--- config.mk ---
export PLATFORM = sky130hd
export DESIGN_NAME = rau_queue
export DESIGN_NICKNAME = d
export VERILOG_FILES = /design/src/sv/rau_pkg.sv /design/src/sv/rau_queue.sv
export SDC_FILE = /design/constraint.sdc
export NUM_CORES = 1
export LEC_CHECK = 0
export BUFFER_PORTS_ARGS = -buffer_cell sky130_fd_sc_hd__clkbuf_2
export CORE_UTILIZATION = 49
export DETAILED_ROUTE_END_ITERATION = 12
export GPL_ROUTABILITY_DRIVEN = 0
export PLACE_DENSITY = 0.84
export REMOVE_ABC_BUFFERS = 1
export SYNTH_ARGS = -nofsm -noshare
export SYNTH_HDL_FRONTEND = slang
export SYNTH_SLANG_ARGS = --single-unit
export TNS_END_PERCENT = 50
--- constraint.sdc ---
create_clock -name clk -period 1.9 [get_ports clk]
set_input_delay 0.095 -clock clk [delete_from_list [all_inputs] [get_ports clk]]
set_output_delay 0.095 -clock clk [all_outputs]
set_load 0.02 [all_outputs]
--- src/sv/rau_pkg.sv ---
// ----------------------------------------------------------------------------
// rau_pkg: shared types and constants for the rational arithmetic unit
// Command and status codes, queue flags and the state encodings.
// ----------------------------------------------------------------------------
`default_nettype none
package rau_pkg;

  localparam int WIDTH_DEF   = 32;
  localparam int FIELD_W     = 32;
  localparam int DEN_W       = 31;
  localparam int QUEUE_DEPTH = 2;

  typedef enum logic [1:0] {
    CMD_ADD = 2'd0,
    CMD_SUB = 2'd1,
    CMD_MUL = 2'd2,
    CMD_DIV = 2'd3
  } cmd_t;

  typedef enum logic [1:0] {
    ST_OK   = 2'd0,
    ST_ZDIV = 2'd1,
    ST_OVF  = 2'd2
  } status_t;

  typedef struct packed {
    logic err;
    logic neg;
  } flags_t;

  typedef enum logic [1:0] {
    F_IDLE,
    F_MUL,
    F_PUSH
  } front_state_t;

  typedef enum logic [1:0] {
    B_IDLE,
    B_GCD,
    B_DIV,
    B_OUT
  } back_state_t;

endpackage
`default_nettype wire

--- src/sv/rau_queue.sv ---
// ----------------------------------------------------------------------------
// rau_queue: short FIFO between front and back
// Register storage, one write and one read per cycle; no write while full.
// ----------------------------------------------------------------------------
`default_nettype none
module rau_queue #(
  parameter int DW = 8
) (
  input  wire logic          clk,
  input  wire logic          rst_n,
  input  wire logic          wr_valid,
  output logic               wr_ready,
  input  wire logic [DW-1:0] wr_data,
  output logic               rd_valid,
  input  wire logic          rd_ready,
  output logic [DW-1:0]      rd_data
);

  localparam int DEPTH = rau_pkg::QUEUE_DEPTH;
  localparam int AW    = $clog2(DEPTH);
  localparam int CW    = $clog2(DEPTH + 1);

  logic [DW-1:0] mem [DEPTH];
  logic [AW-1:0] wr_ptr_r, rd_ptr_r;
  logic [CW-1:0] count_r;
  logic          do_wr, do_rd;

  assign wr_ready = (count_r != CW'(DEPTH));
  assign rd_valid = (count_r != '0);
  assign do_wr    = wr_valid && wr_ready;
  assign do_rd    = rd_valid && rd_ready;
  assign rd_data  = mem[rd_ptr_r];

  always_ff @(posedge clk) begin
    if (do_wr) begin
      mem[wr_ptr_r] <= wr_data;
    end
  end

  always_ff @(posedge clk) begin
    if (!rst_n) begin
      wr_ptr_r <= '0;
      rd_ptr_r <= '0;
      count_r  <= '0;
    end else begin
      if (do_wr) begin
        wr_ptr_r <= wr_ptr_r + 1'b1;
      end
      if (do_rd) begin
        rd_ptr_r <= rd_ptr_r + 1'b1;
      end
      if (do_wr && !do_rd) begin
        count_r <= count_r + 1'b1;
      end else if (do_rd && !do_wr) begin
        count_r <= count_r - 1'b1;
      end
    end
  end

endmodule
`default_nettype wire

==> reports/qor.yml <==
floorplanning:
  core-area_mm2: 0.00152
  start_util: 0.531
  die_height_um: 42.6
  die_x_um: 42.6
  io_pins: 22
  die_area_mm2: 0.00182
  rows: 14
routing:
  avgViaCountPerCell: 4.98
  drc_errors: 0
  routed.top_layer: "met4"
  wl_met2_um: 615
  wl_met3_um: 64
  drtAntennaViolNets: 0
  drt_wl_total_mm: 1.20
  vias: 488
  first_pass_iters: 3
  drtIter0Drc: 5
  wl_met1_um: 484
  wl_per_cell_um: 12.2
hold_path:
  hp-class: "input pin to flop"
  min_from: "rst_n"
cts:
  insertion_delay_ps: 300
  clockRootBuffer: "clkbuf_4"
  clk_pin_slew_ps: 100
  post-cts-setup-buffer-count: 0
  cts_tree: "yes"
  numCtsBuffers: 3
  cts.htree.levels: 1
  cts_sinks: 21
  clockBufferDepth: 2
worst_setup_path:
  crit_type: "flop to flop"
  rrSetupSlack_ps: 300
  start_kind: "flop"
  crit_required_ps: 2140
  timing.rr.end: "count_r[1]$_SDFFE_PN0P_"
  r2r_cells: 5
  cp-endpoint: "count_r[1]$_SDFFE_PN0P_"
  cp.arrival_ps: 1830
  critPathCaptureType: "flop"
  crit_start: "count_r[0]$_SDFFE_PN0P_"
  r2r_start: "count_r[0]$_SDFFE_PN0P_"
  critPathMaxFanout: 5
layout:
  drive_above_1_share: 0.427
  final_cell_count_no_fill: 98
  final.fill_count: 116
  nets: 96
  area_delta_synth_final_pct: 28.0
  multi_input_area_um2: 216
  antenna_cells: 0
  regArea_um2: 581
placement:
  hpwl_um: 876
  io_buffers: 21
  dpl.cell_count: 86
timing:
  finClkSkew_ps: 6.31
  fmax_mhz: 626
  slew_viol_final: 0
  timing.final.crit_share: 0.841
  rsz0062_at_grt: "false"
  hold_ws_ps: 78.2
  worst-slew-pin-transition_ps: 370
  relSlewSlack: 0.753
  fin_crit_ps: 1600
  setup_viol: 0
  tns_ps: 0
  final_hold_viol_count: 0
global_routing:
  grt_max_degree: 12
  antenna_found_initial: 0
  grt_pass1_wl_mm: 1.93
  grt_overflow: 0
  grt_pass1_vias: 504
  grt_usage: 0.150
pwr:
  fin_total_pwr_mw: 1.28
  p_leak_nw: 0.426
  vdd_ir_drop_max_mv: 0.852
  p_per_area_mw_per_mm2: 1240
logic_synthesis:
  syn_area_um2: 810
  ys_warn_count: 0
  ys_types: 17
  seq_area_frac_synth: 0.717
  synth-seq-cells: 21
  syn_area_per_cell_um2: 16.2
  syn_inst: 50
outcome:
  status: "complete, no violations"
run:
  cap_violations: 0
layout by cell type, fill, tap and decap left out, types with 2 or more instances in the layout:
cell type	count
o21ai_0	2
inv_1	2
a21oi_1	2
clkbuf_4	3
mux2_2	8
xor2_1	3
edfxtp_1	16
nor2_1	3
clkbuf_2	21
dfxtp_1	5
dlygate4sd3_1	8
timing repair:
action	CTS	global route
hold buffers	8	0
hold endpoints to repair	16	0
resized for setup	0	0
how the worst min path moves through the flow:
| stage | cells after the start | slack (ps) | endpoint |
|---|---|---|---|
| 2_1_floorplan | 0 | 190 | mem[0][0]$_DFFE_PP_ |
| 3_3_place_gp | 1 | 280 | mem[0][7]$_DFFE_PP_ |
| 3_5_place_dp | 1 | 290 | mem[0][1]$_DFFE_PP_ |
| 4_1_cts | 3 | 70 | rd_ptr_r$_SDFFE_PN0P_ |
| 5_1_grt | 3 | 80 | count_r[0]$_SDFFE_PN0P_ |
| 6_report | 3 | 80 | rd_ptr_r$_SDFFE_PN0P_ |
cell type report:
class                      instances  area share
sequential                        21       0.560
timing repair buffer              29       0.179
tap                               16      0.0193
clock buffer                       4      0.0254
inverter                           2     0.00725
multi-input combinational         26       0.209
worst max-delay path: stages, from the launching register on:
cell      delay (ps)
dfxtp_1          370
nand2b_4         170
and2_1           160
ha_1             320
or3_1            380
a21oi_1          140
power breakdown:
group / switching (mW) / internal [mW] / leakage (nW)
combinational: 0.236 / 0.202 / 0.220
sequential: 0.0596 / 0.582 / 0.191
clock: 0.124 / 0.0818 / 0.0150
per-stage QoR:
step	cell area, um2	utilization	worst slack (ps)
floorplan	805	-	358
global route	1040	0.680	208
finish	1040	0.680	303
CTS	1040	0.680	289
detailed placement	930	0.610	317
global placement	930	0.610	382
synth_stat cells, drive strengths merged:
library cell | number | area share
edfxtp | 16 | 0.59
mux2 | 8 | 0.11
dfxtp | 5 | 0.12
nor2 | 3 | 0.014
xor2 | 3 | 0.032
a21oi | 2 | 0.012
inv | 2 | 0.0093
o21ai | 2 | 0.012
a21bo | 1 | 0.012
and2 | 1 | 0.0077
and3 | 1 | 0.0077
buf | 1 | 0.0062
ha | 1 | 0.015
nand2b | 1 | 0.017
nand3b | 1 | 0.0093
or2 | 1 | 0.0077
or3 | 1 | 0.0077
cell families (layout without fill, tap and decap cells):
| kind of cell | count (synthesis) | count (layout) | synth area share |
|---|---|---|---|
| mux | 8 | 8 | 0.111 |
| compound gates | 5 | 5 | 0.0371 |
| buf+inv | 3 | 35 | 0.0155 |
| flops | 21 | 21 | 0.717 |
| fa+ha+maj | 1 | 1 | 0.0155 |
| simple gates | 9 | 9 | 0.0711 |
| xor+xnor | 3 | 3 | 0.0325 |
flip-flops by register name, summed over array words and instances (netlist names), named ones only:
signal    count
count_r       2
mem          16
rd_ptr_r      1
wr_ptr_r      1
per-layer routing:
layer  vias to the layer above  global-route usage
met3                         4              0.0302
met5                         -                   0
li1                        245                   -
met4                         0               0.113
met1                       223               0.158
met2                        16               0.258
Power figures use the tool's default switching activity.
