## config.mk

```make
export PLATFORM = sky130hd
export DESIGN_NAME = rau_back
export DESIGN_NICKNAME = d
export VERILOG_FILES = /design/src/sv/rau_pkg.sv /design/src/sv/rau_back.sv
export SDC_FILE = /design/constraint.sdc
export NUM_CORES = 2
export LEC_CHECK = 0
export ABC_AREA = 1
export BUFFER_PORTS_ARGS = -buffer_cell sky130_fd_sc_hd__buf_2
export CORE_MARGIN = 2
export CORE_UTILIZATION = 44
export CTS_CLUSTER_DIAMETER = 120
export DETAILED_ROUTE_END_ITERATION = 8
export SLEW_MARGIN = 5
export SYNTH_ARGS = -nofsm -noshare
export SYNTH_HDL_FRONTEND = slang
export SYNTH_SLANG_ARGS = --single-unit
```

## constraint.sdc

```tcl
create_clock -name clk -period 13 [get_ports clk]
set_input_delay 1.95 -clock clk [delete_from_list [all_inputs] [get_ports clk]]
set_output_delay 1.95 -clock clk [all_outputs]
set_load 0.005 [all_outputs]
```

## src/sv/rau_pkg.sv

```systemverilog
// ----------------------------------------------------------------------------
// rau_pkg: shared types and constants for the rational arithmetic unit
// Command and status codes, queue flags and the state encodings.
// ----------------------------------------------------------------------------
`default_nettype none
package rau_pkg;

  localparam int WIDTH_DEF   = 32;
  localparam int FIELD_W     = 32;
  localparam int DEN_W       = 31;
  localparam int QUEUE_DEPTH = 2;

  typedef enum logic [1:0] {
    CMD_ADD = 2'd0,
    CMD_SUB = 2'd1,
    CMD_MUL = 2'd2,
    CMD_DIV = 2'd3
  } cmd_t;

  typedef enum logic [1:0] {
    ST_OK   = 2'd0,
    ST_ZDIV = 2'd1,
    ST_OVF  = 2'd2
  } status_t;

  typedef struct packed {
    logic err;
    logic neg;
  } flags_t;

  typedef enum logic [1:0] {
    F_IDLE,
    F_MUL,
    F_PUSH
  } front_state_t;

  typedef enum logic [1:0] {
    B_IDLE,
    B_GCD,
    B_DIV,
    B_OUT
  } back_state_t;

endpackage
`default_nettype wire

```

## src/sv/rau_back.sv

```systemverilog
// ----------------------------------------------------------------------------
// rau_back: reduction and result
// Binary GCD over the product pair, then two restoring dividers in step, then
// the range check and a one-cycle result strobe; errors and zeros skip to it.
// ----------------------------------------------------------------------------
`default_nettype none
module rau_back #(
  parameter int WIDTH = rau_pkg::WIDTH_DEF
) (
  input  wire logic                        clk,
  input  wire logic                        rst_n,
  input  wire logic                        pop_valid,
  output logic                             pop_ready,
  input  wire rau_pkg::flags_t             pop_flags,
  input  wire logic [2*WIDTH-1:0]          pop_mn,
  input  wire logic [2*WIDTH-1:0]          pop_md,
  output logic                             out_valid,
  output logic [rau_pkg::FIELD_W-1:0]      out_res_num,
  output logic [rau_pkg::DEN_W-1:0]        out_res_den,
  output logic [1:0]                       out_status
);

  localparam int PW = 2 * WIDTH;
  localparam int KW = $clog2(PW);
  localparam logic [PW-1:0] LIM = PW'((65'd1 << (WIDTH - 1)) - 65'd1);

  rau_pkg::back_state_t state_r, state_nxt;
  rau_pkg::status_t     stat_r;
  logic                 neg_r;
  logic [PW-1:0]        x_r, y_r, g_r, rn_r, rd_r, qn_r, qd_r;
  logic [KW-1:0]        k_r, cnt_r;
  logic [PW:0]          sn_sh, sd_sh;
  logic                 n_ge, d_ge, ovf;
  logic [WIDTH-1:0]     num_w;

  assign pop_ready = (state_r == rau_pkg::B_IDLE);
  assign sn_sh     = {rn_r, qn_r[PW-1]};
  assign sd_sh     = {rd_r, qd_r[PW-1]};
  assign n_ge      = (sn_sh >= {1'b0, g_r});
  assign d_ge      = (sd_sh >= {1'b0, g_r});

  always_ff @(posedge clk) begin
    if (!rst_n) begin
      state_r <= rau_pkg::B_IDLE;
    end else begin
      state_r <= state_nxt;
    end
  end

  always_comb begin
    state_nxt = state_r;
    unique case (state_r)
      rau_pkg::B_IDLE: begin
        if (pop_valid) begin
          if (pop_flags.err || (pop_mn == '0)) begin
            state_nxt = rau_pkg::B_OUT;
          end else begin
            state_nxt = rau_pkg::B_GCD;
          end
        end
      end
      rau_pkg::B_GCD: begin
        if (x_r == '0) begin
          state_nxt = rau_pkg::B_DIV;
        end
      end
      rau_pkg::B_DIV: begin
        if (cnt_r == '0) begin
          state_nxt = rau_pkg::B_OUT;
        end
      end
      default: state_nxt = rau_pkg::B_IDLE;
    endcase
  end

  always_ff @(posedge clk) begin
    unique case (state_r)
      rau_pkg::B_IDLE: begin
        if (pop_valid) begin
          neg_r  <= pop_flags.neg;
          stat_r <= pop_flags.err ? rau_pkg::ST_ZDIV : rau_pkg::ST_OK;
          x_r    <= pop_mn;
          y_r    <= pop_md;
          k_r    <= '0;
          if (pop_flags.err || (pop_mn == '0)) begin
            qn_r <= '0;
            qd_r <= PW'(1);
          end else begin
            qn_r <= pop_mn;
            qd_r <= pop_md;
          end
        end
      end
      rau_pkg::B_GCD: begin
        priority if (x_r == '0) begin
          g_r   <= y_r << k_r;
          rn_r  <= '0;
          rd_r  <= '0;
          cnt_r <= KW'(PW - 1);
        end else if (!x_r[0] && !y_r[0]) begin
          x_r <= x_r >> 1;
          y_r <= y_r >> 1;
          k_r <= k_r + 1'b1;
        end else if (!x_r[0]) begin
          x_r <= x_r >> 1;
        end else if (!y_r[0]) begin
          y_r <= y_r >> 1;
        end else if (x_r >= y_r) begin
          x_r <= x_r - y_r;
        end else begin
          y_r <= y_r - x_r;
        end
      end
      rau_pkg::B_DIV: begin
        rn_r  <= n_ge ? PW'(sn_sh - {1'b0, g_r}) : sn_sh[PW-1:0];
        rd_r  <= d_ge ? PW'(sd_sh - {1'b0, g_r}) : sd_sh[PW-1:0];
        qn_r  <= {qn_r[PW-2:0], n_ge};
        qd_r  <= {qd_r[PW-2:0], d_ge};
        cnt_r <= cnt_r - 1'b1;
      end
      default: begin
      end
    endcase
  end

  assign ovf = (stat_r == rau_pkg::ST_OK) &&
               ((qd_r > LIM) || (qn_r > (LIM + PW'(neg_r))));

  always_comb begin
    num_w = neg_r ? (~qn_r[WIDTH-1:0] + 1'b1) : qn_r[WIDTH-1:0];
    out_valid   = (state_r == rau_pkg::B_OUT);
    out_status  = ovf ? rau_pkg::ST_OVF : stat_r;
    out_res_num = rau_pkg::FIELD_W'(signed'(num_w));
    out_res_den = rau_pkg::DEN_W'(qd_r[WIDTH-2:0]);
    if (ovf || (stat_r != rau_pkg::ST_OK)) begin
      out_res_num = '0;
      out_res_den = rau_pkg::DEN_W'(1);
    end
  end

endmodule
`default_nettype wire

```

==> results.cfg <==
[power_and_ir_drop]
peakVddDrop_uv = 178
leakagePower_nw = 26.1
powerDensity_nw_per_um2 = 274

[sta]
setup_viol = 0
finalCriticalPeriod_ps = 6800
rsz0062_at_grt = false
setup_tns_ps = 0
skew_ps = 36.3
fmax_mhz = 147
worst_pin_slew_ps = 1280
hold_viol = 0
slew_headroom_pct = 14.0
final_max_slew_viol_count = 0
period_share_pct = 52.3

[route]
wl_um = 226000
drt_iter0_drc = 6022
first_pass_iters = 9
vias = 51700
drc_errors = 0
via_per_inst = 5.66
wire_per_inst_um = 24.7
antenna_left = 0

[synthesis]
synth_most_common_cell = nand2_1
synth_common_cells = nand2_1 (2487), inv_1 (1175), nor2_1 (883), a21oi_1 (508), edfxtp_1 (462)
syn_nets = 8053
seq_area_frac_synth_pct = 29.1
synth_top_area_share_pct = 29.0
synth_cells = 7617
yosys_warnings = 0
synth_edf_count = 462
synth_area_leaders = edfxtp_1 (29%), nand2_1 (20%), inv_1 (9.2%)
synth_seq_cells = 464
synth_area_leader_cell = edfxtp_1
synthArstFlopShare_pct = 0
synth_area_per_cell_um2 = 6.28
synth_flop_cell = edfxtp_1
ys_types = 49
netlist_area_um2 = 47800

[die]
die_area_um2 = 111000
floorplan.initialDensity_pct = 44.5
io_pins = 200
dieWidth_um = 334
rows = 120
die_h_um = 334
fp.coreArea_um2 = 108000

[layout]
design_area_um2 = 52100
layout.cells.non_filler = 9139
area_growth_pct = 8.82
fin_util_pct = 48.4
fillers = 11600
fin_nets = 8119
final_layout_size_suffix_gt1_share_pct = 5.46

[clock_tree]
cts_buffer_depth = 3
cts_hold_buf = 0
cts-buffers-inserted = 59
tritoncts = yes
cts-resized-gates = 0
htree_levels = 2
post-cts-setup-buffers = 0
clk_pin_slew_ps = 60
root_buffer = clkbuf_16
clock-sinks = 464
clock_latency_ps = 710

[worst_setup_path]
cp_slowest_stage_delay_ps = 980
critPathLaunchType = flop
crit_type = flop to output port
critPathMaxFanout = 62
path_delay_family = simple AND/OR/NAND/NOR gates
cp.arrival_ps = 4850
cp_num_buf_inv = 2
required_ps = 11050
end_kind = output port
worstPathCellList = nor4_1, nand4_1, nor4_2, buf_4, nand3_2, a21oi_1, buf_2
slowest_stage = nor4_1

[job]
drv_cap = 0

[grt]
grt_pass1_wl_um = 325000
grt_overflow = 0
grt_pass1_vias = 48700
track_usage_pct = 39.5
grt_max_degree = 142
grt_antenna_before_repair = 12

[placement]
dp.cells = 9025
port_buffers = 199
gp_congestion = 1.05
dp.final_hpwl_um = 185000
postPlaceCellArea_um2 = 50000

[run_status]
status = complete, no violations

[min_path]
hp-class = flop to flop
[flip-flops by register name, summed over array words and instances (netlist names)]
name and flops:
cnt_r 6, g_r 64, k_r 6, neg_r 1
qd_r 64, qn_r 64, rd_r 64, rn_r 64
stat_r 1, state_r 2, x_r 64, y_r 64
[layer usage]
layer | vias to the layer above | global-route usage [%] | wire length, um
met5 | - | 0 | 37
met4 | 6 | 27.5 | 18600
met3 | 570 | 5.05 | 17900
met2 | 2517 | 62.2 | 99000
met1 | 24100 | 50.5 | 90600
li1 | 24600 | - | -
[final timing paths]
kind / start / end / slack [ps] / cells past startpoint
worst max-delay path: qn_r[32]$_DFFE_PP_ / out_res_num[2] / 6200 / 7
worst min-delay path: rd_r[6]$_SDFFCE_PN0P_ / rd_r[7]$_SDFFCE_PN0P_ / 550 / 2
worst max register to register: x_r[61]$_DFFE_PP_ / x_r[23]$_DFFE_PP_ / 7780 / 12
worst min register to register: rd_r[6]$_SDFFCE_PN0P_ / rd_r[7]$_SDFFCE_PN0P_ / 550 / 2
[through the flow]
| step | hold slack (ps) | setup slack [ps] | power, mW |
|---|---|---|---|
| 2_1_floorplan | 513 | 1440 | 8.85 |
| 3_3_place_gp | 521 | 7330 | 12.2 |
| 3_5_place_dp | 531 | 7220 | 12.2 |
| 4_1_cts | 547 | 6470 | 14.0 |
| 5_1_grt | 574 | 6190 | 15.1 |
| 6_report | 548 | 6200 | 14.3 |
[cells in the final DEF (no fill, tap or decap), drive strengths merged, types with 83 or more instances in the layout]
master,count
nand2,2494
inv,1185
nor2,894
a21oi,508
edfxtp,462
o21ai,449
nand3,387
ha,299
buf,242
xor2,134
nand4,91
nand3b,83
[worst reg2reg max path: stages, from the launching register on]
cell and delay [ps]:
edfxtp_1 640, inv_1 130, ha_1 450, nand2_1 170
nor3_1 470, nand2_1 260, nor3_2 400, nand3_1 160
nand3_2 140, buf_4 600, nor2_1 260, a21oi_4 190
buf_4 860
[kinds of logic after synthesis]
logic type                 Yosys count  synth area share [%]
adders and majority gates          303                  7.99
DFF                                464                  29.1
buffers and inverters             1427                  11.5
muxes                               52                  1.09
xor gates and xnor gates           146                  2.67
and+or+nand+nor                   4111                  35.3
AOI/OAI and AO/OA                 1114                  12.4
[layout make-up]
class / count / area, um2 / area share (%)
repair buffers: 242 / 1340 / 2.58
multi-input cells: 5726 / 28500 / 54.8
inverters: 1190 / 4480 / 8.60
flip-flops and latches: 464 / 13900 / 26.7
clock buffers: 64 / 1520 / 2.91
well taps: 1403 / 1760 / 3.37
diodes: 6 / 15.0 / 0.0288
clock inverters: 44 / 504 / 0.969
[power breakdown]
part	internal (mW)	switching [mW]
Combinational	2.47	6.99
Clock	1.04	0.750
Sequential	2.56	0.477
Note: power is estimated with default switching activity, not from simulation.
