## src/sv/rau_pkg.sv

```systemverilog
// ----------------------------------------------------------------------------
// rau_pkg: shared types and constants for the rational arithmetic unit
// Command and status codes, queue flags and the state encodings.
// ----------------------------------------------------------------------------
`default_nettype none
package rau_pkg;

  localparam int WIDTH_DEF   = 32;
  localparam int FIELD_W     = 32;
  localparam int DEN_W       = 31;
  localparam int QUEUE_DEPTH = 2;

  typedef enum logic [1:0] {
    CMD_ADD = 2'd0,
    CMD_SUB = 2'd1,
    CMD_MUL = 2'd2,
    CMD_DIV = 2'd3
  } cmd_t;

  typedef enum logic [1:0] {
    ST_OK   = 2'd0,
    ST_ZDIV = 2'd1,
    ST_OVF  = 2'd2
  } status_t;

  typedef struct packed {
    logic err;
    logic neg;
  } flags_t;

  typedef enum logic [1:0] {
    F_IDLE,
    F_MUL,
    F_PUSH
  } front_state_t;

  typedef enum logic [1:0] {
    B_IDLE,
    B_GCD,
    B_DIV,
    B_OUT
  } back_state_t;

endpackage
`default_nettype wire

```

## src/sv/rau_front.sv

```systemverilog
// ----------------------------------------------------------------------------
// rau_front: operand capture and cross products
// Splits operands into sign and magnitude, flags zero denominators and zero
// divisors, forms products on one shared multiplier, queues the signed pair.
// ----------------------------------------------------------------------------
`default_nettype none
module rau_front #(
  parameter int WIDTH = rau_pkg::WIDTH_DEF
) (
  input  wire logic                        clk,
  input  wire logic                        rst_n,
  input  wire logic                        start,
  output logic                             busy,
  input  wire logic [1:0]                  in_command,
  input  wire logic [rau_pkg::FIELD_W-1:0] in_a_num,
  input  wire logic [rau_pkg::FIELD_W-1:0] in_a_den,
  input  wire logic [rau_pkg::FIELD_W-1:0] in_b_num,
  input  wire logic [rau_pkg::FIELD_W-1:0] in_b_den,
  output logic                             push_valid,
  input  wire logic                        push_ready,
  output rau_pkg::flags_t                  push_flags,
  output logic [2*WIDTH-1:0]               push_mn,
  output logic [2*WIDTH-1:0]               push_md
);

  localparam int PW = 2 * WIDTH;

  function automatic logic [WIDTH-1:0] mag_of(input logic [WIDTH-1:0] v);
    mag_of = v[WIDTH-1] ? (~v + 1'b1) : v;
  endfunction

  rau_pkg::front_state_t state_r, state_nxt;
  rau_pkg::cmd_t         cmd_r;
  logic                  err_r;
  logic                  san_r, sad_r, sbn_r, sbd_r;
  logic [WIDTH-1:0]      man_r, mad_r, mbn_r, mbd_r;
  logic [1:0]            step_r;
  logic [PW-1:0]         p0_r, p1_r, p2_r;
  logic [WIDTH-1:0]      mul_a, mul_b;
  logic [PW-1:0]         prod;
  logic                  accept;
  logic                  sb, sx, sy, sn, sd;
  logic [PW-1:0]         mn;

  assign accept = start && (state_r == rau_pkg::F_IDLE);
  assign busy   = (state_r != rau_pkg::F_IDLE);

  always_comb begin
    mul_a = man_r;
    mul_b = mbd_r;
    unique case (step_r)
      2'd0: begin
        mul_a = man_r;
        mul_b = (cmd_r == rau_pkg::CMD_MUL) ? mbn_r : mbd_r;
      end
      2'd1: begin
        mul_a = mad_r;
        mul_b = mbn_r;
      end
      default: begin
        mul_a = mad_r;
        mul_b = (cmd_r == rau_pkg::CMD_DIV) ? mbn_r : mbd_r;
      end
    endcase
  end

  assign prod = {{WIDTH{1'b0}}, mul_a} * {{WIDTH{1'b0}}, mul_b};

  always_ff @(posedge clk) begin
    if (!rst_n) begin
      state_r <= rau_pkg::F_IDLE;
      step_r  <= 2'd0;
    end else begin
      state_r <= state_nxt;
      if (accept) begin
        step_r <= 2'd0;
      end else if (state_r == rau_pkg::F_MUL) begin
        step_r <= step_r + 2'd1;
      end
    end
  end

  always_ff @(posedge clk) begin
    if (accept) begin
      cmd_r <= rau_pkg::cmd_t'(in_command);
      san_r <= in_a_num[WIDTH-1];
      sad_r <= in_a_den[WIDTH-1];
      sbn_r <= in_b_num[WIDTH-1];
      sbd_r <= in_b_den[WIDTH-1];
      man_r <= mag_of(in_a_num[WIDTH-1:0]);
      mad_r <= mag_of(in_a_den[WIDTH-1:0]);
      mbn_r <= mag_of(in_b_num[WIDTH-1:0]);
      mbd_r <= mag_of(in_b_den[WIDTH-1:0]);
      err_r <= (in_a_den[WIDTH-1:0] == '0) || (in_b_den[WIDTH-1:0] == '0) ||
               ((rau_pkg::cmd_t'(in_command) == rau_pkg::CMD_DIV) &&
                (in_b_num[WIDTH-1:0] == '0));
    end
    if (state_r == rau_pkg::F_MUL) begin
      unique case (step_r)
        2'd0:    p0_r <= prod;
        2'd1:    p1_r <= prod;
        default: p2_r <= prod;
      endcase
    end
  end

  always_comb begin
    state_nxt = state_r;
    unique case (state_r)
      rau_pkg::F_IDLE: begin
        if (start) begin
          state_nxt = rau_pkg::F_MUL;
        end
      end
      rau_pkg::F_MUL: begin
        // skip straight to the queue on a flagged operand
        if (err_r || (step_r == 2'd2)) begin
          state_nxt = rau_pkg::F_PUSH;
        end
      end
      rau_pkg::F_PUSH: begin
        if (push_ready) begin
          state_nxt = rau_pkg::F_IDLE;
        end
      end
      default: state_nxt = rau_pkg::F_IDLE;
    endcase
  end

  // signed combine of the cross products
  always_comb begin
    sb = (cmd_r == rau_pkg::CMD_SUB) ? ~sbn_r : sbn_r;
    sx = san_r ^ sbd_r;
    sy = sad_r ^ sb;
    sn = sx;
    sd = sad_r ^ sbd_r;
    mn = p0_r;
    unique case (cmd_r)
      rau_pkg::CMD_ADD, rau_pkg::CMD_SUB: begin
        if (sx == sy) begin
          sn = sx;
          mn = p0_r + p1_r;
        end else if (p0_r >= p1_r) begin
          sn = sx;
          mn = p0_r - p1_r;
        end else begin
          sn = sy;
          mn = p1_r - p0_r;
        end
      end
      rau_pkg::CMD_MUL: begin
        sn = san_r ^ sbn_r;
        sd = sad_r ^ sbd_r;
      end
      default: begin
        sn = san_r ^ sbd_r;
        sd = sad_r ^ sbn_r;
      end
    endcase
  end

  assign push_valid     = (state_r == rau_pkg::F_PUSH);
  assign push_flags.err = err_r;
  assign push_flags.neg = sn ^ sd;
  assign push_mn        = mn;
  assign push_md        = p2_r;

endmodule
`default_nettype wire

```

## config.mk

```make
export PLATFORM = sky130hd
export DESIGN_NAME = rau_front
export DESIGN_NICKNAME = d
export VERILOG_FILES = /design/src/sv/rau_pkg.sv /design/src/sv/rau_front.sv
export SDC_FILE = /design/constraint.sdc
export NUM_CORES = 2
export LEC_CHECK = 0
export BUFFER_PORTS_ARGS = -buffer_cell sky130_fd_sc_hd__buf_2
export CELL_PAD_IN_SITES_DETAIL_PLACEMENT = 0
export CELL_PAD_IN_SITES_GLOBAL_PLACEMENT = 1
export CORE_MARGIN = 1
export CORE_UTILIZATION = 45
export DETAILED_ROUTE_END_ITERATION = 7
export PLACE_DENSITY_LB_ADDON = 0.12
export SLEW_MARGIN = 10
export SYNTH_ARGS = -nofsm -noshare
export SYNTH_HDL_FRONTEND = slang
export SYNTH_SLANG_ARGS = --single-unit
```

## constraint.sdc

```tcl
create_clock -name clk -period 13.65 [get_ports clk]
set_input_delay 2.0475 -clock clk [delete_from_list [all_inputs] [get_ports clk]]
set_output_delay 2.0475 -clock clk [all_outputs]
set_load 0.02 [all_outputs]
```

==> metrics <==
outcome=complete, no violations; post-route insts no fill=8,320; Die X=361 um; Starting DRT DRC Count=4,170; core area=0.128 mm^2; antenna violations before repair=2; max incr delay on CP=0.66 ns; Avg WL per Cell=24.7 um; Seq cells post-synth=331; post-synth net total=8,047; Post-Syn Area per Cell=8.85 um^2; Total Nets Final=8,120; Final Instance Area=0.0627 mm^2; yosys warns=0; total grt overflow=0; die area=0.130 mm^2; Setup Buffers After CTS=0; unrepaired setup endpoints after global routing=no; final hold vios=0; DR WL met2=90,900 um; measured slew at the worst slew-check pin=1.26 ns; DP Area=0.0614 mm^2; Initial DRT Pass Iterations=6; Worst Reg-to-Reg Cells=33; worst skew pair latency=0.64 ns; Die H=361 um; Crit. End Element=flip-flop; vias in the first global route=48,600; worst hold path type=reg -> reg; Critical Path AT=11.11 ns; Max Cap Viol=0; Synth top cells by count=inv_1 (1,099), fa_1 (899), nor2_1 (821); largest net degree at the start of global routing=76; top-area cell type share of the netlist area=31.0%; Routed Antenna Nets=0; I/O Pins=266; FILL cells=12,400; area delta synth->final=8.04%; placed cell count=8,247; crit-path max FO=63; uppermost layer routed=met4; CTS Hold Bufs=0; layout cells sized above 1=8.34%; post-layout min period=10.78 ns; root buf cell=clkbuf_16; largest cells by area after synthesis=fa_1 (31%), edfxtp_1 (17%), ha_1 (9.9%); CTS clock-pin slew for the worst setup and hold paths=0.06 ns; Post-Route WL=206,000 um; H-tree Lvls=2; CP max-delay cell=a221o_1; DRC=0; TritonCTS buffer count=40; cell accounting for the most synthesized area=fa_1; achievable clock frequency=0.0928 GHz; Setup CP Type=reg -> reg; Worst Clk Skew=0.0412 ns; antenna fix cells=0; top-count cell post-synth=inv_1; Fin Setup TNS=0 ns; TritonCTS clock tree=yes; RePlAce Congestion=0.955; Initial Util=45.4%; cts repair resizes=0; Period Utilization, post-route=79.0%; routed wl met3=17,200 um; Crit path required time=13.99 ns; All-Layer GR Usage=31.4%; register area share after synthesis=17.1%; final max-slew violation count=0; vias post-DR=48,100; Post-synth EDFFs=327; # clock sinks=331; Worst Hold Depth=1; cell row count=131; wl on met1=90,900 um; Syn Inst Count=6,554; predominant post-synthesis flop cell=edfxtp_1; final setup vio count=0; synthesized area=0.0580 mm^2; I/O Buffers=265; Slew HR=13.6%; count of cell types in the netlist=92; worst hold slack=0.525 ns; first-pass GRT wire length=307,000 um; post-DP HPWL=168,000 um; clk buf depth=3; Via density=5.78; most used cell, CP=fa_1; Startpoint Class=flip-flop; Async SR Flop Fraction=0%
area by class of cell:
cell class,count,area (um^2),share of cell area [%]
clock buffers,50,1080,1.72
clock inverters,23,214,0.341
inverters,1110,4170,6.65
multi-input cells,4790,43300,69.0
flip-flops and latches,331,9900,15.8
well taps,1662,2080,3.32
repair buffers,354,1990,3.18
per-layer routing:
layer	global-route usage (%)	vias to the layer above
met5	0	-
met4	9.11	0
met3	5.18	310
met2	49.1	2048
met1	44.6	24200
li1	-	21500
cells in the final DEF (no fill, tap or decap), types with 64 or more instances in the layout:
cell type / instances
edfxtp_1: 327
o21ai_1: 100
buf_4: 89
buf_2: 265
inv_1: 1099
o21ai_0: 162
xnor2_1: 211
o31ai_1: 68
a21oi_1: 328
fa_1: 899
ha_1: 459
nor3_1: 64
nor2_1: 817
nand2_1: 670
a21o_1: 81
registers in the layout, summed over array words and instances (netlist names):
name	cells
p0_r	64
p1_r	64
push_md	64
mad_r	32
man_r	32
mbd_r	32
mbn_r	32
cmd_r	2
state_r	2
step_r	2
err_r	1
sad_r	1
san_r	1
sbd_r	1
sbn_r	1
worst max-delay path: cells and delay by family, from the launching register on:
kind                     cells  cell delay [ns]
flip-flops                   1             0.34
AO/OA/AOI/OAI                9             2.97
AND/OR/NAND/NOR              6             0.99
buffers and inverters        9             1.89
adder cells (fa/ha/maj)      9             4.27
cells by family (layout without fill, tap and decap cells):
family	Yosys count	after routing	share of synthesized area, %
adder cells (fa/ha/maj)	1359	1359	40.9
AND/OR/NAND/NOR	1924	1924	14.2
AO/OA/AOI/OAI	1179	1179	13.3
flip-flops	331	331	17.1
buffers and inverters	1433	1537	9.29
multiplexers	89	89	1.62
XOR/XNOR	239	239	3.61
stage by stage:
step	utilization, %	setup WS [ns]
global route	49.1	2.33
floorplan	-	4.56
CTS	49.1	2.87
finish	49.1	2.87
global placement	48.1	3.12
detailed placement	48.1	2.90
worst paths after layout:
kind                             endpoint               startpoint  slack [ns]
hold reg to reg   state_r[0]$_SDFFE_PN0P_  state_r[1]$_SDFFE_PN0P_        0.53
setup / recovery       p0_r[52]$_DFFE_PP_       cmd_r[1]$_DFFE_PP_        2.87
setup reg to reg       p0_r[52]$_DFFE_PP_       cmd_r[1]$_DFFE_PP_        2.87
hold / removal    state_r[0]$_SDFFE_PN0P_  state_r[1]$_SDFFE_PN0P_        0.53
Power is not shown: default switching activity piles up to over one toggle a cycle in this logic, so the estimate is an artifact.
